--- src/hdl/cske_pkg.sv ---
// Shared types and constants for the chromosome sort key extractor.
package cske_pkg;

    localparam int unsigned LENGTH_BITS_DEF = 16;

    localparam int unsigned KEY_W       = 31;
    localparam int unsigned POS_W       = 31;
    localparam int unsigned FIELD_LEN_W = 16;
    localparam int unsigned HASH15_W    = 15;
    localparam int unsigned NAME_HASH_W = 30;
    localparam int unsigned DIGIT_W     = 5;
    localparam int unsigned REL_W       = 4;
    localparam int unsigned SFX_CNT_W   = 4;

    localparam logic [FIELD_LEN_W-1:0] FIELD_LEN_MAX  = 16'hFFFF;
    localparam logic [POS_W-1:0]       POS_MAX        = 31'h7FFF_FFFF;
    localparam logic [DIGIT_W-1:0]     DIGIT_SAT      = 5'd31;
    localparam logic [DIGIT_W-1:0]     NUMBER_MAX     = 5'd22;
    localparam logic [REL_W-1:0]       REL_SAT        = 4'd10;
    localparam logic [SFX_CNT_W-1:0]   SFX_CNT_MAX    = 4'd8;
    localparam logic [NAME_HASH_W-1:0] NAME_HASH_INIT = 30'd3000000;

    localparam logic [KEY_W-1:0] KEY_EMPTY   = 31'd999999;
    localparam logic [KEY_W-1:0] PREFIX_BASE = 31'd5000000;
    localparam logic [KEY_W-1:0] HASH_BASE   = 31'd3000000;
    localparam logic [KEY_W-1:0] NUMBER_STEP = 31'd100000;
    localparam logic [15:0]      OFF_UPPER   = 16'd10000;
    localparam logic [15:0]      OFF_MIXED   = 16'd20000;
    localparam logic [15:0]      OFF_OTHER   = 16'd30000;

    localparam logic [7:0] CHAR_TAB     = 8'h09;
    localparam logic [7:0] CHAR_ZERO    = 8'h30;
    localparam logic [7:0] CHAR_NINE    = 8'h39;
    localparam logic [7:0] CHAR_UP_C    = 8'h43;
    localparam logic [7:0] CHAR_UP_H    = 8'h48;
    localparam logic [7:0] CHAR_UP_M    = 8'h4D;
    localparam logic [7:0] CHAR_UP_R    = 8'h52;
    localparam logic [7:0] CHAR_UP_T    = 8'h54;
    localparam logic [7:0] CHAR_UP_X    = 8'h58;
    localparam logic [7:0] CHAR_UP_Y    = 8'h59;
    localparam logic [7:0] CHAR_LO_A    = 8'h61;
    localparam logic [7:0] CHAR_LO_C    = 8'h63;
    localparam logic [7:0] CHAR_LO_H    = 8'h68;
    localparam logic [7:0] CHAR_LO_R    = 8'h72;
    localparam logic [7:0] CHAR_LO_Z    = 8'h7A;

    typedef enum logic [1:0] {
        PH_CHROM,
        PH_POS,
        PH_TAIL
    } t_phase;

    // Everything the key stage needs about one finished line
    typedef struct packed {
        logic [FIELD_LEN_W-1:0] field_len;
        logic                   len_zero;
        logic                   len_three;
        logic                   prefix_hit;
        logic [23:0]            first3;
        logic                   in_digits;
        logic                   digit_seen;
        logic [DIGIT_W-1:0]     digit_value;
        logic [HASH15_W-1:0]    suffix_hash;
        logic [HASH15_W-1:0]    mt_hash;
        logic [15:0]            rem_head;
        logic [REL_W-1:0]       rel_index;
        logic [NAME_HASH_W-1:0] name_hash;
        logic [POS_W-1:0]       position;
        logic                   record_valid;
    } t_line_sum;

endpackage

--- src/hdl/cske_line_scan.sv ---
// Per-byte line scanner: running hashes, counters and position parse.
module cske_line_scan
    import cske_pkg::*;
#(
    parameter int unsigned LENGTH_BITS = LENGTH_BITS_DEF
) (
    input  logic      i_clk,
    input  logic      i_rst_n,
    input  logic      i_valid,
    input  logic [7:0] i_data_byte,
    input  logic      i_line_end,
    input  logic      i_sum_ready,
    output logic      o_take,
    output logic      o_sum_valid,
    output t_line_sum o_sum
);

    function automatic logic [HASH15_W-1:0] hash15(input logic [HASH15_W-1:0] h,
                                                   input logic [7:0] b);
        return {h[HASH15_W-6:0], 5'b0} - h + {{(HASH15_W-8){1'b0}}, b};
    endfunction

    function automatic logic [NAME_HASH_W-1:0] hash30(input logic [NAME_HASH_W-1:0] h,
                                                      input logic [7:0] b);
        return {h[NAME_HASH_W-6:0], 5'b0} - h + {{(NAME_HASH_W-8){1'b0}}, b};
    endfunction

    function automatic logic prefix_match(input logic [23:0] f);
        return ((f[7:0] | 8'h20) == CHAR_LO_C) && ((f[15:8] | 8'h20) == CHAR_LO_H)
            && ((f[23:16] | 8'h20) == CHAR_LO_R);
    endfunction

    t_phase                  r_phase, n_phase;
    logic [LENGTH_BITS-1:0]  r_byte_index, u_byte_index;
    logic [23:0]             r_first3, u_first3;
    logic                    r_in_digits, u_in_digits;
    logic                    r_digit_seen, u_digit_seen;
    logic [DIGIT_W-1:0]      r_digit_value, u_digit_value;
    logic [HASH15_W-1:0]     r_suffix_hash, u_suffix_hash;
    logic [SFX_CNT_W-1:0]    r_suffix_count, u_suffix_count;
    logic [HASH15_W-1:0]     r_mt_hash, u_mt_hash;
    logic [15:0]             r_rem_head, u_rem_head;
    logic [REL_W-1:0]        r_rel_index, u_rel_index;
    logic [NAME_HASH_W-1:0]  r_name_hash, u_name_hash;
    logic [POS_W-1:0]        r_pos, u_pos;
    logic                    r_pos_ovf, u_pos_ovf;
    logic                    r_sum_valid;
    t_line_sum               r_sum, n_sum;

    logic       is_tab;
    logic       is_digit;
    logic [3:0] dval;
    logic       line_done;

    assign is_tab    = (i_data_byte == CHAR_TAB);
    assign is_digit  = (i_data_byte >= CHAR_ZERO) && (i_data_byte <= CHAR_NINE);
    assign dval      = 4'(i_data_byte - CHAR_ZERO);
    assign o_take    = i_valid && (!i_line_end || !r_sum_valid || i_sum_ready);
    assign line_done = o_take && i_line_end;

    always_comb begin
        n_phase = r_phase;
        unique case (r_phase)
            PH_CHROM: if (is_tab) n_phase = PH_POS;
            PH_POS:   if (!is_digit) n_phase = PH_TAIL;
            PH_TAIL:  n_phase = PH_TAIL;
            default:  n_phase = PH_CHROM;
        endcase
    end

    always_comb begin
        logic       trk_clear;
        logic [8:0] dv_next;
        logic [34:0] p10;
        trk_clear      = 1'b0;
        dv_next        = '0;
        p10            = '0;
        u_byte_index   = r_byte_index;
        u_first3       = r_first3;
        u_in_digits    = r_in_digits;
        u_digit_seen   = r_digit_seen;
        u_digit_value  = r_digit_value;
        u_suffix_hash  = r_suffix_hash;
        u_suffix_count = r_suffix_count;
        u_mt_hash      = r_mt_hash;
        u_rem_head     = r_rem_head;
        u_rel_index    = r_rel_index;
        u_name_hash    = r_name_hash;
        u_pos          = r_pos;
        u_pos_ovf      = r_pos_ovf;

        if (r_phase == PH_CHROM && !is_tab) begin
            if (r_byte_index == LENGTH_BITS'(0)) begin
                u_first3[7:0] = i_data_byte;
            end else if (r_byte_index == LENGTH_BITS'(1)) begin
                u_first3[15:8] = i_data_byte;
            end else if (r_byte_index == LENGTH_BITS'(2)) begin
                u_first3[23:16] = i_data_byte;
            end

            // a "chr" prefix restarts the name tracker on the fourth byte
            trk_clear = (r_byte_index == LENGTH_BITS'(3)) && prefix_match(r_first3);
            if (trk_clear) begin
                u_in_digits    = 1'b1;
                u_digit_seen   = 1'b0;
                u_digit_value  = '0;
                u_suffix_hash  = '0;
                u_suffix_count = '0;
                u_mt_hash      = '0;
                u_rem_head     = '0;
                u_rel_index    = '0;
            end

            if (u_rel_index == REL_W'(0)) begin
                u_rem_head = {8'h00, i_data_byte};
            end else if (u_rel_index == REL_W'(1)) begin
                u_rem_head[15:8] = i_data_byte;
            end
            if (u_rel_index >= REL_W'(2) && u_rel_index < REL_SAT) begin
                u_mt_hash = hash15(u_mt_hash, i_data_byte);
            end

            if (u_in_digits && is_digit) begin
                dv_next = {u_digit_value, 3'b0} + {3'b0, u_digit_value, 1'b0}
                        + {5'b0, dval};
                u_digit_value = (dv_next > 9'(DIGIT_SAT)) ? DIGIT_SAT : dv_next[DIGIT_W-1:0];
                u_digit_seen  = 1'b1;
            end else begin
                u_in_digits = 1'b0;
                if (u_suffix_count < SFX_CNT_MAX) begin
                    u_suffix_hash  = hash15(u_suffix_hash, i_data_byte);
                    u_suffix_count = u_suffix_count + SFX_CNT_W'(1);
                end
            end
            if (u_rel_index < REL_SAT) begin
                u_rel_index = u_rel_index + REL_W'(1);
            end

            if (r_byte_index < LENGTH_BITS'(16)) begin
                u_name_hash = hash30(r_name_hash, i_data_byte);
            end
            if (r_byte_index != '1) begin
                u_byte_index = r_byte_index + LENGTH_BITS'(1);
            end
        end

        if (r_phase == PH_POS && is_digit) begin
            p10 = {1'b0, r_pos, 3'b0} + {3'b0, r_pos, 1'b0} + {31'b0, dval};
            if (p10 > {4'b0, POS_MAX}) begin
                u_pos     = POS_MAX;
                u_pos_ovf = 1'b1;
            end else begin
                u_pos = p10[POS_W-1:0];
            end
        end
    end

    always_comb begin
        n_sum.field_len    = (33'(u_byte_index) > 33'(FIELD_LEN_MAX))
                           ? FIELD_LEN_MAX : FIELD_LEN_W'(u_byte_index);
        n_sum.len_zero     = (u_byte_index == '0);
        n_sum.len_three    = (u_byte_index == LENGTH_BITS'(3));
        n_sum.prefix_hit   = (u_byte_index >= LENGTH_BITS'(3)) && prefix_match(u_first3);
        n_sum.first3       = u_first3;
        n_sum.in_digits    = u_in_digits;
        n_sum.digit_seen   = u_digit_seen;
        n_sum.digit_value  = u_digit_value;
        n_sum.suffix_hash  = u_suffix_hash;
        n_sum.mt_hash      = u_mt_hash;
        n_sum.rem_head     = u_rem_head;
        n_sum.rel_index    = u_rel_index;
        n_sum.name_hash    = u_name_hash;
        n_sum.position     = u_pos;
        n_sum.record_valid = (n_phase != PH_CHROM) && (u_pos != '0) && !u_pos_ovf;
    end

    always_ff @(posedge i_clk) begin
        if (!i_rst_n || line_done) begin
            r_phase        <= PH_CHROM;
            r_byte_index   <= '0;
            r_first3       <= '0;
            r_in_digits    <= 1'b1;
            r_digit_seen   <= 1'b0;
            r_digit_value  <= '0;
            r_suffix_hash  <= '0;
            r_suffix_count <= '0;
            r_mt_hash      <= '0;
            r_rem_head     <= '0;
            r_rel_index    <= '0;
            r_name_hash    <= NAME_HASH_INIT;
            r_pos          <= '0;
            r_pos_ovf      <= 1'b0;
        end else if (o_take) begin
            r_phase        <= n_phase;
            r_byte_index   <= u_byte_index;
            r_first3       <= u_first3;
            r_in_digits    <= u_in_digits;
            r_digit_seen   <= u_digit_seen;
            r_digit_value  <= u_digit_value;
            r_suffix_hash  <= u_suffix_hash;
            r_suffix_count <= u_suffix_count;
            r_mt_hash      <= u_mt_hash;
            r_rem_head     <= u_rem_head;
            r_rel_index    <= u_rel_index;
            r_name_hash    <= u_name_hash;
            r_pos          <= u_pos;
            r_pos_ovf      <= u_pos_ovf;
        end
    end

    always_ff @(posedge i_clk) begin
        if (!i_rst_n) begin
            r_sum_valid <= 1'b0;
        end else if (line_done) begin
            r_sum_valid <= 1'b1;
        end else if (i_sum_ready) begin
            r_sum_valid <= 1'b0;
        end
    end

    always_ff @(posedge i_clk) begin
        if (line_done) begin
            r_sum <= n_sum;
        end
    end

    assign o_sum_valid = r_sum_valid;
    assign o_sum       = r_sum;

endmodule

--- src/hdl/cske_key_calc.sv ---
// Natural-order key calculation and result register.
module cske_key_calc
    import cske_pkg::*;
(
    input  logic                   i_clk,
    input  logic                   i_rst_n,
    input  logic                   i_natural_order,
    input  logic                   i_sum_valid,
    input  t_line_sum              i_sum,
    output logic                   o_sum_ready,
    input  logic                   i_ready,
    output logic                   o_valid,
    output logic [KEY_W-1:0]       o_chrom_key,
    output logic [POS_W-1:0]       o_position,
    output logic [FIELD_LEN_W-1:0] o_chrom_length,
    output logic                   o_record_valid
);

    localparam logic [DIGIT_W-1:0] MAJOR_M = 5'd23;
    localparam logic [DIGIT_W-1:0] MAJOR_X = 5'd24;
    localparam logic [DIGIT_W-1:0] MAJOR_Y = 5'd25;

    function automatic logic [7:0] upper_ascii(input logic [7:0] b);
        return (b >= CHAR_LO_A && b <= CHAR_LO_Z) ? b - 8'd32 : b;
    endfunction

    logic                   r_valid;
    logic [KEY_W-1:0]       r_key;
    logic [POS_W-1:0]       r_pos;
    logic [FIELD_LEN_W-1:0] r_len;
    logic                   r_rec;
    logic [KEY_W-1:0]       n_key;
    logic                   load;

    assign o_sum_ready = !r_valid || i_ready;
    assign load        = i_sum_valid && o_sum_ready;

    always_comb begin
        logic [7:0]         c0, c1, f0, f1, f2;
        logic [15:0]        sfx, sel_sfx, off;
        logic [KEY_W-1:0]   base, fallback;
        logic [DIGIT_W-1:0] major;
        logic               use_num;
        c0       = upper_ascii(i_sum.rem_head[7:0]);
        c1       = upper_ascii(i_sum.rem_head[15:8]);
        f0       = i_sum.first3[7:0];
        f1       = i_sum.first3[15:8];
        f2       = i_sum.first3[23:16];
        sfx      = i_sum.in_digits ? 16'd0 : {1'b0, i_sum.suffix_hash} + 16'd1;
        base     = i_sum.prefix_hit ? PREFIX_BASE : '0;
        fallback = base + KEY_W'(i_sum.name_hash) + HASH_BASE;
        if (!i_sum.prefix_hit) begin
            off = '0;
        end else if (f0 == CHAR_UP_C && f1 == CHAR_UP_H && f2 == CHAR_UP_R) begin
            off = OFF_UPPER;
        end else if (f0 == CHAR_UP_C && f1 == CHAR_LO_H) begin
            off = OFF_MIXED;
        end else begin
            off = OFF_OTHER;
        end

        use_num = 1'b1;
        major   = i_sum.digit_value;
        sel_sfx = sfx;
        n_key   = '0;
        priority if (i_sum.len_zero) begin
            use_num = 1'b0;
            n_key   = KEY_EMPTY;
        end else if (!i_natural_order) begin
            use_num = 1'b0;
            n_key   = '0;
        end else if (i_sum.prefix_hit && i_sum.len_three) begin
            use_num = 1'b0;
            n_key   = KEY_EMPTY;
        end else if (i_sum.digit_seen && i_sum.digit_value >= DIGIT_W'(1)
                     && i_sum.digit_value <= NUMBER_MAX) begin
            major = i_sum.digit_value;
        end else if (!i_sum.digit_seen && i_sum.rel_index >= REL_W'(2)
                     && c0 == CHAR_UP_M && c1 == CHAR_UP_T) begin
            major = MAJOR_M;
            // anything after "MT" hashes from the third byte up to the tenth
            if (i_sum.rel_index > REL_W'(2)) begin
                sel_sfx = {1'b0, i_sum.mt_hash} + 16'd1;
            end
        end else if (!i_sum.digit_seen && i_sum.rel_index == REL_W'(1)
                     && c0 == CHAR_UP_M) begin
            major = MAJOR_M;
        end else if (!i_sum.digit_seen && i_sum.rel_index == REL_W'(1)
                     && c0 == CHAR_UP_X) begin
            major = MAJOR_X;
        end else if (!i_sum.digit_seen && i_sum.rel_index == REL_W'(1)
                     && c0 == CHAR_UP_Y) begin
            major = MAJOR_Y;
        end else begin
            use_num = 1'b0;
            n_key   = fallback;
        end
        if (use_num) begin
            n_key = base + KEY_W'(major) * NUMBER_STEP + KEY_W'(off) + KEY_W'(sel_sfx);
        end
    end

    always_ff @(posedge i_clk) begin
        if (!i_rst_n) begin
            r_valid <= 1'b0;
        end else if (load) begin
            r_valid <= 1'b1;
        end else if (i_ready) begin
            r_valid <= 1'b0;
        end
    end

    always_ff @(posedge i_clk) begin
        if (load) begin
            r_key <= n_key;
            r_pos <= i_sum.position;
            r_len <= i_sum.field_len;
            r_rec <= i_sum.record_valid;
        end
    end

    assign o_valid        = r_valid;
    assign o_chrom_key    = r_key;
    assign o_position     = r_pos;
    assign o_chrom_length = r_len;
    assign o_record_valid = r_rec;

endmodule

--- src/hdl/chromosome_sort_key_extractor.sv ---
// Top level of the chromosome sort key extractor.
//
// Input channel: one byte of a tab-separated record line per transaction
// (i_valid / o_ready), i_line_end set on the last byte, newline excluded.
// Output channel: one transaction per line (o_valid / i_ready) carrying the
// chromosome key, the position after the first tab, the chromosome field
// length and the record valid flag. No output for bytes that do not end a line.
// Configuration: i_cfg_wr_en writes i_cfg_wr_data into natural_order
// (1 = natural chromosome key, 0 = key zero); write it only while idle.
// Throughput: one byte per cycle unless o_ready drops under a stall. Each byte passes an input
// register, the line scanner (state update, snapshot on the last byte) and
// the key calculation with its result register.
// The last byte's result passes the input register, the snapshot register
// and the result register before o_valid rises.
// Reset clears natural_order, all per-line state and every valid flag.
// When the receiver stalls, the result register holds and the snapshot
// stage behind it still takes one more finished line; bytes keep flowing
// until a second line end meets a full snapshot stage, then o_ready drops.
module chromosome_sort_key_extractor
    import cske_pkg::*;
#(
    parameter int unsigned LENGTH_BITS = LENGTH_BITS_DEF
) (
    input  logic                   i_clk,
    input  logic                   i_rst_n,
    input  logic                   i_cfg_wr_en,
    input  logic                   i_cfg_wr_data,
    input  logic                   i_valid,
    output logic                   o_ready,
    input  logic [7:0]             i_data_byte,
    input  logic                   i_line_end,
    output logic                   o_valid,
    input  logic                   i_ready,
    output logic [KEY_W-1:0]       o_chrom_key,
    output logic [POS_W-1:0]       o_position,
    output logic [FIELD_LEN_W-1:0] o_chrom_length,
    output logic                   o_record_valid
);

    logic       r_natural_order;
    logic       r_in_valid;
    logic [7:0] r_in_byte;
    logic       r_in_last;
    logic       scan_take;
    logic       sum_valid;
    logic       sum_ready;
    t_line_sum  sum;
    logic       accept;

    assign o_ready = !r_in_valid || scan_take;
    assign accept  = i_valid && o_ready;

    always_ff @(posedge i_clk) begin
        if (!i_rst_n) begin
            r_natural_order <= 1'b0;
        end else if (i_cfg_wr_en) begin
            r_natural_order <= i_cfg_wr_data;
        end
    end

    always_ff @(posedge i_clk) begin
        if (!i_rst_n) begin
            r_in_valid <= 1'b0;
        end else if (accept) begin
            r_in_valid <= 1'b1;
        end else if (scan_take) begin
            r_in_valid <= 1'b0;
        end
    end

    always_ff @(posedge i_clk) begin
        if (accept) begin
            r_in_byte <= i_data_byte;
            r_in_last <= i_line_end;
        end
    end

    cske_line_scan #(
        .LENGTH_BITS (LENGTH_BITS)
    ) u_scan (
        .i_clk       (i_clk),
        .i_rst_n     (i_rst_n),
        .i_valid     (r_in_valid),
        .i_data_byte (r_in_byte),
        .i_line_end  (r_in_last),
        .i_sum_ready (sum_ready),
        .o_take      (scan_take),
        .o_sum_valid (sum_valid),
        .o_sum       (sum)
    );

    cske_key_calc u_key (
        .i_clk           (i_clk),
        .i_rst_n         (i_rst_n),
        .i_natural_order (r_natural_order),
        .i_sum_valid     (sum_valid),
        .i_sum           (sum),
        .o_sum_ready     (sum_ready),
        .i_ready         (i_ready),
        .o_valid         (o_valid),
        .o_chrom_key     (o_chrom_key),
        .o_position      (o_position),
        .o_chrom_length  (o_chrom_length),
        .o_record_valid  (o_record_valid)
    );

endmodule

--- config.mk ---
export PLATFORM = sky130hd
export DESIGN_NAME = chromosome_sort_key_extractor
export DESIGN_NICKNAME = d
export VERILOG_FILES = /design/src/hdl/cske_pkg.sv /design/src/hdl/cske_line_scan.sv /design/src/hdl/cske_key_calc.sv /design/src/hdl/chromosome_sort_key_extractor.sv
export SDC_FILE = /design/constraint.sdc
export NUM_CORES = 1
export LEC_CHECK = 0
export ABC_AREA = 0
export BUFFER_PORTS_ARGS = -buffer_cell sky130_fd_sc_hd__buf_4
export CORE_UTILIZATION = 30
export DETAILED_ROUTE_END_ITERATION = 16
export SYNTH_ARGS = -nofsm -noshare
export SYNTH_HDL_FRONTEND = slang
export SYNTH_SLANG_ARGS = --single-unit
--- constraint.sdc ---
create_clock -name i_clk -period 7.75 [get_ports i_clk]
set_clock_uncertainty 0.1 [all_clocks]
set_input_delay 0.3875 -clock i_clk [delete_from_list [all_inputs] [get_ports i_clk]]
set_output_delay 0.3875 -clock i_clk [all_outputs]
set_load 0.03 [all_outputs]
==> out/summary.log, run 1 <==
INFO  timing         period_minus_slack=7290ps
INFO  critical_path  worst_path_largest_cell_delay=650ps
INFO  pwr            power_per_cell_area=210nW/um^2
INFO  pwr            p_total=6.39mW
INFO  floorplanning  core=88,400um^2
INFO  run            maxCapViolCount=0
INFO  critical_path  arrival=7620ps
INFO  critical_path  worstReg2RegStart=u_scan.o_sum[72]
INFO  placed_design  gp_congestion=0.851
INFO  drt            total_vias_in_the_final_route=20,964
INFO  critical_path  startpoint=u_scan.o_sum[72]
INFO  cells_and_area regArea=10,900um^2
INFO  clock_tree     clk_transition_reported_paths=60ps
INFO  grt            first_global_vias=20,011
INFO  drt            drt_drc_violations_left=0
INFO  logic_synthesis synth_nets=3,191
INFO  clock_tree     worstSkewPairLatency=620ps
INFO  timing         min_period_over_period=94.0%
INFO  logic_synthesis synth_top_cells_by_area=edfxtp_1 (28%), dfxtp_1 (13%), ha_1 (13%)
INFO  logic_synthesis synth_enable_flop_cells=250
INFO  grt            antenna_found_initial=0
INFO  cells_and_area nNetsFinal=3,250
INFO  placed_design  dp_hpwl=50,200um
INFO  logic_synthesis async_set_or_reset_register_ratio_after_synthesis=0%
INFO  critical_path  most_frequent_cell_on_the_critical_path=ha_1
INFO  timing         finalSetupTns=0ps
INFO  clock_tree     clk_root_buffer_cell=clkbuf_16
INFO  pwr            power.static_leakage=12.3nW
INFO  drt            drt_iter0_drc=1,409
INFO  timing         setup_ws=464ps
INFO  logic_synthesis yosysWarnings=0
INFO  critical_path  crit_family=compound AO/OA/AOI/OAI gates
INFO  critical_path  worst-path-buf-inv=1
INFO  logic_synthesis post-synth-top-area-fraction=28.1%
INFO  min_path       holdCritStartpoint=i_cfg_wr_data
INFO  clock_tree     htreeDepth=2
INFO  grt            grt_start_max_net_pins=83
INFO  critical_path  setup.worst_path.class=reg2reg
INFO  logic_synthesis synthesized_area_per_cell=9.29um^2
INFO  floorplanning  die_h=301um
INFO  clock_tree     number_of_setup_buffers_added_after_cts=0
INFO  logic_synthesis netlist.top_cell.by_area=edfxtp_1
INFO  drt            top_layer=met4
INFO  floorplanning  rows=109
INFO  timing         timing_worst_slew_pin_value=1190ps
INFO  drt            met2_length=32,700um
INFO  pwr            ir_worst_vdd=163uV
INFO  drt            met1_length=32,200um
INFO  grt            grt_pass1_wl=111,000um
INFO  critical_path  crit_path_start_kind=flip-flop
INFO  critical_path  crit_path_max_fanout=6
INFO  drt            drt_wl_total=69,100um
INFO  logic_synthesis postSynthCellCount=2,879
INFO  floorplanning  initial_core_utilization=30.3%
INFO  drt            routed_via_density=5.06
INFO  logic_synthesis synth_flop_cell=edfxtp_1
INFO  timing         rsz0062_at_grt=false
INFO  timing         setup_violations=0
INFO  drt            detail-route-antenna-nets=0
INFO  cells_and_area fillCellCount=9,058
INFO  drt            dr.pass1.iters=6
INFO  cells_and_area area_growth_from_synthesis_to_layout=13.7%
INFO  cells_and_area layout.core_utilization=34.4%
INFO  placed_design  place_worst_setup_slack=243ps
INFO  cells_and_area final_layout_size_suffix_gt1_share=8.83%
INFO  timing         timing.final.max_slew_violations=0
INFO  timing         fmaxAchievable=137MHz
INFO  clock_tree     clk_path_buf_depth=3
INFO  drt            wire_length_on_met3=2640um
INFO  logic_synthesis synth.cell_area=26,800um^2
INFO  outcome        run_status=complete, no violations
INFO  logic_synthesis synth-seq-area-share=40.7%
INFO  placed_design  io_buffers=95
INFO  timing         max_slew_margin=20.3%
INFO  clock_tree     cts_buffers=48
INFO  timing         hold_violations=0
INFO  drt            routedWlPerCell=16.7um
INFO  grt            gr-usage-all-layers=15.2%
INFO  critical_path  critical-path-slowest-cell=or4_1
INFO  timing         hold_slack=97.0ps
INFO  min_path       worst_hold_path_type=in2reg
INFO  critical_path  required_time_of_the_worst_setup_path=8080ps
INFO  clock_tree     tritoncts=done
INFO  cells_and_area multiInputGateArea=14,700um^2
INFO  floorplanning  fp.dieArea=90,400um^2
INFO  clock_tree     cts_num_sinks=419
INFO  critical_path  critical_path.endpoint_type=flip-flop
INFO  grt            grt_overflow=0
INFO  logic_synthesis synth_cell_type_count=88
INFO  logic_synthesis postSynthRegisterBits=419
INFO  floorplanning  ioPinCount=96
INFO  floorplanning  floorplan.die.width=301um
-- sequential cells by signal, summed over array words and instances, names as in the netlist, 2 cells and up --
| register | count |
|---|---|
| u_scan.r_pos | 31 |
| u_scan.r_mt_hash | 15 |
| u_scan.r_suffix_count | 4 |
| u_scan.r_suffix_hash | 15 |
| u_key.o_position | 31 |
| u_scan.o_sum | 162 |
| u_key.o_chrom_length | 16 |
| u_scan.r_phase | 2 |
| u_scan.r_first3 | 24 |
| u_key.o_chrom_key | 31 |
| u_scan.r_rem_head | 16 |
| u_scan.r_digit_value | 5 |
| u_scan.r_name_hash | 30 |
| r_in_byte | 8 |
| u_scan.r_byte_index | 16 |
| u_scan.r_rel_index | 4 |
-- report_power, final --
part | switching (mW) | internal [mW]
clock | 1.01 | 1.31
sequential | 0.0767 | 2.51
combinational | 0.866 | 0.611
total | 1.96 | 4.43
-- logic make-up after synthesis --
family                     count (synthesis)  synth area share [%]
AOI/OAI and AO/OA                        701                  16.8
xor gates and xnor gates                 169                  5.53
muxes                                     21                 0.842
adders and majority gates                297                  14.7
DFF                                      419                  40.7
buffers and inverters                    299                  4.36
and+or+nand+nor                          973                  17.0
-- placed cells by master, fill, tap and decap left out, types with 99 or more instances in the layout --
cell type,netlist,routed
dfxtp_1,169,169
nand2_1,330,328
nor2_1,274,272
o21ai_0,167,165
ha_1,269,269
inv_1,171,170
xnor2_1,99,99
buf_4,5,124
edfxtp_1,250,250
a21oi_1,194,193
-- final timing paths --
| check | to | slack (ps) | cells past startpoint |
|---|---|---|---|
| setup reg to reg | u_key.o_chrom_key[23] | 460 | 31 |
| hold reg to reg | u_key.o_position[25] | 310 | 0 |
| hold / removal | r_natural_order | 100 | 3 |
| setup / recovery | u_key.o_chrom_key[23] | 460 | 31 |
-- synth_stat cells, drive strengths merged (10+ instances only) --
| library cell | count |
|---|---|
| nor3 | 78 |
| a22oi | 24 |
| mux2 | 12 |
| nand2 | 331 |
| a21oi | 195 |
| nand3 | 68 |
| o21ai | 169 |
| a32oi | 10 |
| dfxtp | 169 |
| a211oi | 62 |
| o211ai | 14 |
| buf | 31 |
| a22o | 33 |
| nand2b | 25 |
| nor2b | 32 |
| and3 | 25 |
| inv | 171 |
| a31oi | 21 |
| xnor2 | 99 |
| or3 | 19 |
| and2 | 29 |
| xor2 | 70 |
| edfxtp | 250 |
| ha | 269 |
| o31ai | 12 |
| fa | 28 |
| o21a | 16 |
| a21o | 57 |
| nor2 | 275 |
| o21bai | 20 |
| clkbuf | 96 |
| nand4 | 24 |
| nor4 | 18 |
-- through the flow --
stage               cells  instance area (um^2)
finish               4144                 30400
global route         4143                 30400
CTS                  4143                 30400
detailed placement   4041                 28700
global placement     4041                 28700
floorplan            2879                 26800
-- worst min-delay path, cell delays in order --
cell	delay, ps
buf_4	80
mux2i_1	150
nor2b_1	150
-- layout make-up --
class / count / share of cell area, %
Clock inverter: 33 / 1.18
Tap cell: 1165 / 4.79
Antenna cell: 1 / 0.00822
Inverter: 172 / 2.14
Clock buffer: 57 / 4.20
Multi-Input combinational cell: 2161 / 48.5
Timing Repair Buffer: 136 / 3.45
Sequential cell: 419 / 35.8
-- routing by layer --
layer,vias up,track usage (%)
met5,-,0
met4,0,3.93
met3,104,2.06
met2,392,25.6
met1,9986,20.4
li1,10482,-
-- repair_timing --
item,CTS,global route
hold buffers,12,0
hold endpoints to repair,11,0
gates resized for setup,0,4
endpoints found under the setup margin,0,3
Power figures use the tool's default switching activity.
==> run 2, diff against run 1 <==
--- a/config.mk
+++ b/config.mk
@@ -5,7 +5,7 @@
 export SDC_FILE = /design/constraint.sdc
 export NUM_CORES = 1
 export LEC_CHECK = 0
-export ABC_AREA = 0
+export ABC_AREA = 1
 export BUFFER_PORTS_ARGS = -buffer_cell sky130_fd_sc_hd__buf_4
 export CORE_UTILIZATION = 30
 export DETAILED_ROUTE_END_ITERATION = 16
==> run 2 against run 1 <==
Global-route usage rose by 0.65 points. Synthesized cell count grew 27%. Setup slack gained 480 ps. Largest power group unchanged. Fmax is 7.1% higher. Critical path depth rose by 2. Largest cell class unchanged.
==> out/summary.log, run 2 <==
INFO  outcome        run_status=complete, no violations
INFO  timing         fmaxAchievable=147MHz
INFO  drt            drt_drc_violations_left=0
INFO  grt            first_global_vias=22,362
INFO  pwr            ir_worst_vdd=128uV
INFO  critical_path  most_frequent_cell_on_the_critical_path=nand2_1
INFO  drt            drt_iter0_drc=1,578
INFO  logic_synthesis synth.cell_area=28,400um^2
INFO  grt            grt_pass1_wl=121,000um
INFO  critical_path  worst_path_largest_cell_delay=550ps
INFO  logic_synthesis netlist.top_cell.by_area=edfxtp_1
INFO  timing         setup_ws=946ps
INFO  grt            gr-usage-all-layers=15.9%
INFO  logic_synthesis synth_flop_cell=edfxtp_1
INFO  timing         min_period_over_period=87.8%
INFO  clock_tree     worstSkewPairLatency=600ps
INFO  drt            routedWlPerCell=15.3um
INFO  cells_and_area regArea=10,900um^2
INFO  timing         hold_violations=0
INFO  cells_and_area most_common_library_cell_in_the_layout_ignoring_fill_and_taps=nand2_1
INFO  critical_path  rr_endpoint=u_key.o_chrom_key[20]
INFO  logic_synthesis yosys-mux-area-fraction=0%
INFO  clock_tree     tritoncts=done
INFO  cells_and_area fin_cells=5,020
INFO  pwr            power.static_leakage=15.3nW
INFO  timing         timing_worst_slew_pin_value=972ps
INFO  placed_design  io_buffers=95
INFO  drt            routed_via_density=4.73
INFO  critical_path  critical-path-slowest-cell=edfxtp_1
INFO  floorplanning  floorplan.die.width=310um
INFO  cells_and_area area_growth_from_synthesis_to_layout=13.3%
INFO  placed_design  gp_congestion=0.899
INFO  min_path       whs_endpoint=r_natural_order
INFO  run            maxCapViolCount=0
INFO  critical_path  critical_path.endpoint_type=flip-flop
INFO  clock_tree     cts.repair.resized=0
INFO  clock_tree     clk_path_buf_depth=3
INFO  logic_synthesis postSynthCellCount=3,642
INFO  cells_and_area final_layout_size_suffix_gt1_share=8.76%
INFO  logic_synthesis synthesized_area_per_cell=7.81um^2
INFO  min_path       holdCritStartpoint=i_cfg_wr_data
INFO  cells_and_area nNetsFinal=4,036
INFO  logic_synthesis post-synth-top-area-fraction=26.4%
INFO  grt            antenna_found_initial=1
INFO  cells_and_area multiInputGateArea=14,700um^2
INFO  logic_synthesis synth.cells.most_frequent=nand2_1 (725), inv_1 (606), a21oi_1 (319)
INFO  critical_path  ff2ff_setup_slack=950ps
INFO  timing         setup_violations=0
INFO  floorplanning  rows=112
INFO  placed_design  place_worst_setup_slack=962ps
INFO  critical_path  required_time_of_the_worst_setup_path=8000ps
INFO  floorplanning  ioPinCount=96
INFO  grt            grt_start_max_net_pins=97
INFO  critical_path  crit_path_max_fanout=13
INFO  logic_synthesis synth_compound_gate_area_share=14.7%
INFO  timing         rsz0062_at_grt=false
INFO  timing         finalSetupTns=0ps
INFO  logic_synthesis synth_top_cells_by_area=edfxtp_1 (26%), dfxtp_1 (12%), ha_1 (12%)
INFO  critical_path  timing.reg2reg.worst_path_depth=33
INFO  cells_and_area largest_reg_flops=162
INFO  logic_synthesis synth-seq-area-share=38.3%
INFO  floorplanning  core=93,600um^2
INFO  logic_synthesis synth_cell_type_count=65
INFO  floorplanning  fp.dieArea=96,000um^2
INFO  logic_synthesis yosysMostFrequentCell=nand2_1
INFO  drt            detail-route-antenna-nets=0
INFO  clock_tree     postCtsHoldBufs=12
INFO  floorplanning  die_h=310um
INFO  cells_and_area most_used_cells_in_the_layout_excluding_fill_and_tap_cells=nand2_1 (723), inv_1 (605), a21oi_1 (319)
INFO  logic_synthesis yosysWarnings=0
INFO  logic_synthesis synth_top_family_by_area=simple AND/OR/NAND/NOR gates
INFO  logic_synthesis synth_fa_ha_area_share=13.8%
INFO  critical_path  crit_path_start_kind=flip-flop
INFO  clock_tree     cts_num_sinks=419
INFO  critical_path  worstReg2RegStart=u_scan.o_sum[143]
INFO  cells_and_area antenna_cells=0
INFO  clock_tree     cts_buffers=50
INFO  clock_tree     clk_root_buffer_cell=clkbuf_16
INFO  clock_tree     htreeDepth=2
INFO  drt            drt_wl_total=76,800um
INFO  timing         timing.final.max_slew_violations=0
INFO  logic_synthesis synth_nets=3,954
INFO  logic_synthesis post_synth_and_or_nand_nor_area_fraction=20.3%
INFO  floorplanning  initial_core_utilization=30.4%
INFO  logic_synthesis synth_enable_flop_cells=250
INFO  logic_synthesis yosys.area_share.xor_xnor=3.02%
INFO  placed_design  dp_hpwl=56,700um
INFO  min_path       whs_path_depth=3
INFO  timing         max_slew_margin=35.0%
INFO  critical_path  setup.worst_path.class=reg2reg
INFO  cells_and_area fillCellCount=9,949
INFO  min_path       worst_hold_path_type=in2reg
INFO  clock_tree     clk_transition_reported_paths=60ps
INFO  placed_design  placed_cells=4,914
INFO  timing         period_minus_slack=6800ps
INFO  pwr            power_per_cell_area=202nW/um^2
INFO  drt            dr.pass1.iters=5
INFO  critical_path  arrival=7050ps
INFO  clock_tree     number_of_setup_buffers_added_after_cts=0
INFO  logic_synthesis async_set_or_reset_register_ratio_after_synthesis=0%
INFO  drt            total_vias_in_the_final_route=23,728
INFO  logic_synthesis postSynthRegisterBits=419
INFO  grt            grt_overflow=0
-- run 2: cell types whose count changed in the layout (fill, tap and decap cells not counted), sizes merged, moves of 37 or more --
cell / previous run / this run
a211oi: 62 / 2
xnor2: 99 / 20
a21oi: 195 / 321
nor3: 78 / 41
nand3: 68 / 165
a21o: 57 / 16
nand2: 331 / 738
inv: 179 / 641
o21ai: 169 / 326
-- run 2: through the flow --
stage / hold slack, ps / area (um^2) / power, mW / util (%)
2_1_floorplan: 300 / 28400 / 3.76 / -
3_3_place_gp: 301 / 30400 / 4.15 / 32.5
3_5_place_dp: 305 / 30400 / 4.16 / 32.5
4_1_cts: 21.2 / 32200 / 6.56 / 34.4
5_1_grt: 64.9 / 32200 / 6.87 / 34.4
6_report: 32.9 / 32200 / 6.50 / 34.4
-- run 2: layer usage --
layer / GRT usage, % / share of wire, % / up-vias
met5: 0 / 0 / -
met3: 2.72 / 5.1 / 114
li1: - / - / 12207
met1: 21.1 / 47 / 10979
met4: 4.71 / 2.7 / 0
met2: 26.1 / 45 / 428
-- run 2: how the worst max path moves through the flow --
stage | startpoint | endpoint | slack (ps) | cells after the start
2_1_floorplan | u_scan.o_sum[71] | u_key.o_chrom_key[20] | 1690 | 36
3_3_place_gp | u_scan.o_sum[71] | u_key.o_chrom_key[20] | 1060 | 36
3_5_place_dp | u_scan.o_sum[143] | u_key.o_chrom_key[20] | 960 | 33
4_1_cts | u_scan.o_sum[143] | u_key.o_chrom_key[20] | 910 | 33
5_1_grt | u_scan.o_sum[143] | u_key.o_chrom_key[20] | 280 | 33
6_report | u_scan.o_sum[143] | u_key.o_chrom_key[20] | 950 | 33
-- run 2: area by class of cell --
type                            instances  area share (%)
Clock inverter                         28           0.776
Tap cell                             1254            4.87
Timing Repair Buffer                  126            3.03
Sequential cell                       419            33.8
Inverter                              635            7.42
Multi-Input combinational cell       2492            45.7
Clock buffer                           66            4.38
-- run 2: cell families (layout without fill, tap and decap cells) --
family | count (synthesis) | after routing
and+or+nand+nor | 1330 | 1330
AOI/OAI and AO/OA | 767 | 767
buffers and inverters | 731 | 855
DFF | 419 | 419
adders and majority gates | 297 | 297
xor gates and xnor gates | 98 | 98
-- run 2: worst max-delay path, delay by kind of cell, from the launching register on --
kind	cells	cell delay, ps
fa+ha+maj	7	2320
simple gates	13	1720
compound gates	7	1220
flops	1	550
xor+xnor	3	370
buf+inv	3	260
-- run 2: where the power goes --
group / switching (mW) / leakage [nW] / internal [mW]
Clock: 1.00 / 0.808 / 1.37
Sequential: 0.0693 / 3.73 / 2.49
Combinational: 1.03 / 10.7 / 0.545
Total: 2.10 / 15.3 / 4.40
==> run 3, diff against run 2 <==
--- a/config.mk
+++ b/config.mk
@@ -7,7 +7,7 @@
 export LEC_CHECK = 0
 export ABC_AREA = 1
 export BUFFER_PORTS_ARGS = -buffer_cell sky130_fd_sc_hd__buf_4
-export CORE_UTILIZATION = 30
+export CORE_UTILIZATION = 25
 export DETAILED_ROUTE_END_ITERATION = 16
 export SYNTH_ARGS = -nofsm -noshare
 export SYNTH_HDL_FRONTEND = slang
==> run 3 against run 2 <==
Non-clock buffer count did not move. Critical path type unchanged. Combinational power barely moved. Clock power barely moved. Critical path depth rose by 4. Via count rose by 1.0%. Global-route usage fell by 2.8 points. Critical endpoint unchanged. Highest routed layer unchanged. Hold slack improved by 280 ps. Sequential power barely moved. Core utilization fell by 5.6 points. Largest cell class unchanged. Design area rose by 0.87%. Largest power group unchanged. Fmax fell by 0.56%.
==> out/summary.log, run 3 (same netlist as run 2, synthesis figures left out) <==
INFO  grt            grt_overflow=0
INFO  min_path       whs_endpoint=u_key.o_chrom_length[12]
INFO  timing         timing.final.max_slew_violations=0
INFO  timing         hold_violations=0
INFO  cells_and_area fillCellCount=12,066
INFO  floorplanning  rows=123
INFO  min_path       holdCritStartpoint=u_scan.o_sum[158]
INFO  floorplanning  core=113,000um^2
INFO  drt            wire_length_on_met3=4420um
INFO  placed_design  post_dp_cell_area=30,700um^2
INFO  drt            dr.pass1.iters=6
INFO  critical_path  critical_path.endpoint_type=flip-flop
INFO  cells_and_area fin_cells=5,263
INFO  drt            routed_via_density=4.56
INFO  critical_path  most_frequent_cell_on_the_critical_path=nand2_1
INFO  cells_and_area area_growth_from_synthesis_to_layout=14.3%
INFO  timing         setup_violations=0
INFO  floorplanning  die_h=339um
INFO  cells_and_area finish.instance_area=32,500um^2
INFO  timing         period_minus_slack=6840ps
INFO  timing         max_slew_margin=23.5%
INFO  cells_and_area antenna_cells=0
INFO  grt            antenna_found_initial=3
INFO  critical_path  timing.reg2reg.worst_path_depth=37
INFO  critical_path  ff2ff_setup_slack=910ps
INFO  placed_design  io_buffers=95
INFO  clock_tree     worstSkewPairLatency=610ps
INFO  min_path       whs_path_depth=0
INFO  outcome        run_status=complete, no violations
INFO  cells_and_area largest_reg_flops=162
INFO  timing         hold_slack=317ps
INFO  critical_path  crit_path_start_kind=flip-flop
INFO  cells_and_area nNetsFinal=4,035
INFO  critical_path  crit_path_max_fanout=5
INFO  drt            met1_length=37,200um
INFO  critical_path  setup.worst_path.class=reg2reg
INFO  critical_path  critical-path-slowest-cell=fa_1
INFO  timing         finalSetupTns=0ps
INFO  timing         min_period_over_period=88.3%
INFO  pwr            power_per_cell_area=200nW/um^2
INFO  drt            top_layer=met4
INFO  critical_path  rr_endpoint=u_key.o_chrom_key[20]
INFO  cells_and_area most_used_cells_in_the_layout_excluding_fill_and_tap_cells=nand2_1 (723), inv_1 (605), a21oi_1 (319)
INFO  clock_tree     cts_buffers=49
INFO  pwr            p_total=6.49mW
INFO  clock_tree     cts.repair.resized=0
INFO  drt            drt_drc_violations_left=0
INFO  drt            detail-route-antenna-nets=0
INFO  critical_path  worstReg2RegStart=u_scan.o_sum[71]
INFO  run            maxCapViolCount=0
INFO  critical_path  worst_path_largest_cell_delay=460ps
INFO  clock_tree     clk_transition_reported_paths=60ps
INFO  floorplanning  fp.dieArea=115,000um^2
INFO  timing         timing_worst_slew_pin_value=1150ps
INFO  cells_and_area multiInputGateArea=14,700um^2
INFO  grt            grt_pass1_wl=122,000um
INFO  clock_tree     htreeDepth=2
INFO  min_path       worst_hold_path_type=reg2reg
INFO  floorplanning  floorplan.die.width=339um
INFO  drt            met2_length=33,100um
INFO  timing         rsz0062_at_grt=false
INFO  cells_and_area regArea=10,900um^2
INFO  pwr            power.static_leakage=15.2nW
INFO  clock_tree     tritoncts=done
INFO  cells_and_area final_layout_size_suffix_gt1_share=8.48%
INFO  grt            grt_start_max_net_pins=120
INFO  pwr            ir_worst_vdd=157uV
INFO  clock_tree     cts_num_sinks=419
INFO  drt            drt_wl_total=76,700um
INFO  critical_path  arrival=7090ps
INFO  placed_design  gp_congestion=0.918
INFO  placed_design  dp_hpwl=57,000um
INFO  placed_design  placed_cells=5,158
INFO  drt            routedWlPerCell=14.6um
INFO  timing         fmaxAchievable=146MHz
INFO  critical_path  required_time_of_the_worst_setup_path=8000ps
INFO  clock_tree     number_of_setup_buffers_added_after_cts=0
INFO  drt            total_vias_in_the_final_route=23,975
INFO  floorplanning  ioPinCount=96
INFO  grt            gr-usage-all-layers=13.1%
INFO  cells_and_area most_common_library_cell_in_the_layout_ignoring_fill_and_taps=nand2_1
INFO  drt            drt_iter0_drc=1,642
INFO  grt            first_global_vias=22,633
INFO  clock_tree     clk_root_buffer_cell=clkbuf_16
INFO  floorplanning  initial_core_utilization=25.2%
INFO  clock_tree     clk_path_buf_depth=3
==> run 3: changes by cell type in the layout (fill, tap and decap cells not counted), moves of 3 or more <==
| cell | change |
|---|---|
| bufinv_16 | +4 |
| clkinvlp_4 | -4 |
| clkbuf_8 | -3 |
| clkinv_1 | +7 |
==> run 3: where the power goes <==
part,switching [mW],internal (mW)
registers,0.0693,2.49
logic,1.03,0.545
clock network,0.959,1.41
==> run 3: worst max path at each step <==
stage / slack [ps] / startpoint / end / cells after the start
floorplan: 1690 / u_scan.o_sum[71] / u_key.o_chrom_key[20] / 36
global placement: 1060 / u_scan.o_sum[71] / u_key.o_chrom_key[20] / 36
detailed placement: 1000 / u_scan.o_sum[71] / u_key.o_chrom_key[20] / 37
CTS: 940 / u_scan.o_sum[71] / u_key.o_chrom_key[20] / 37
global route: 380 / u_scan.o_sum[143] / u_key.o_chrom_key[20] / 34
finish: 910 / u_scan.o_sum[71] / u_key.o_chrom_key[20] / 37
==> run 3: worst max-delay path, delay by kind of cell, from the launching register on <==
family	cells	cell delay, ps
AOI/OAI and AO/OA	9	1550
adders and majority gates	8	2510
DFF	1	370
buffers and inverters	2	140
and+or+nand+nor	15	1530
xor gates and xnor gates	3	360
==> run 3: through the flow <==
step                setup slack, ps  utilization [%]
floorplan                      1690                -
global placement               1060             27.3
detailed placement             1000             27.3
CTS                             943             28.9
global route                    378             28.9
finish                          908             28.9
==> run 3: what timing repair did <==
item	CTS	global route
hold buffers	14	0
endpoints found under the setup margin	0	0
hold endpoints to repair	13	0
==> run 3: layer usage <==
layer  vias up  global-route usage (%)
li1      12194                       -
met1     11119                    18.4
met2       546                    20.4
met3       116                    2.19
met4         0                    3.86
met5         -                       0
==> run 3: area by class of cell <==
type                    count  area share, %
multi-input cells        2492           45.3
flip-flops and latches    419           33.5
inverters                 635           7.35
well taps                1500           5.77
clock buffers              60           4.05
repair buffers            126           3.02
clock inverters            31          0.958
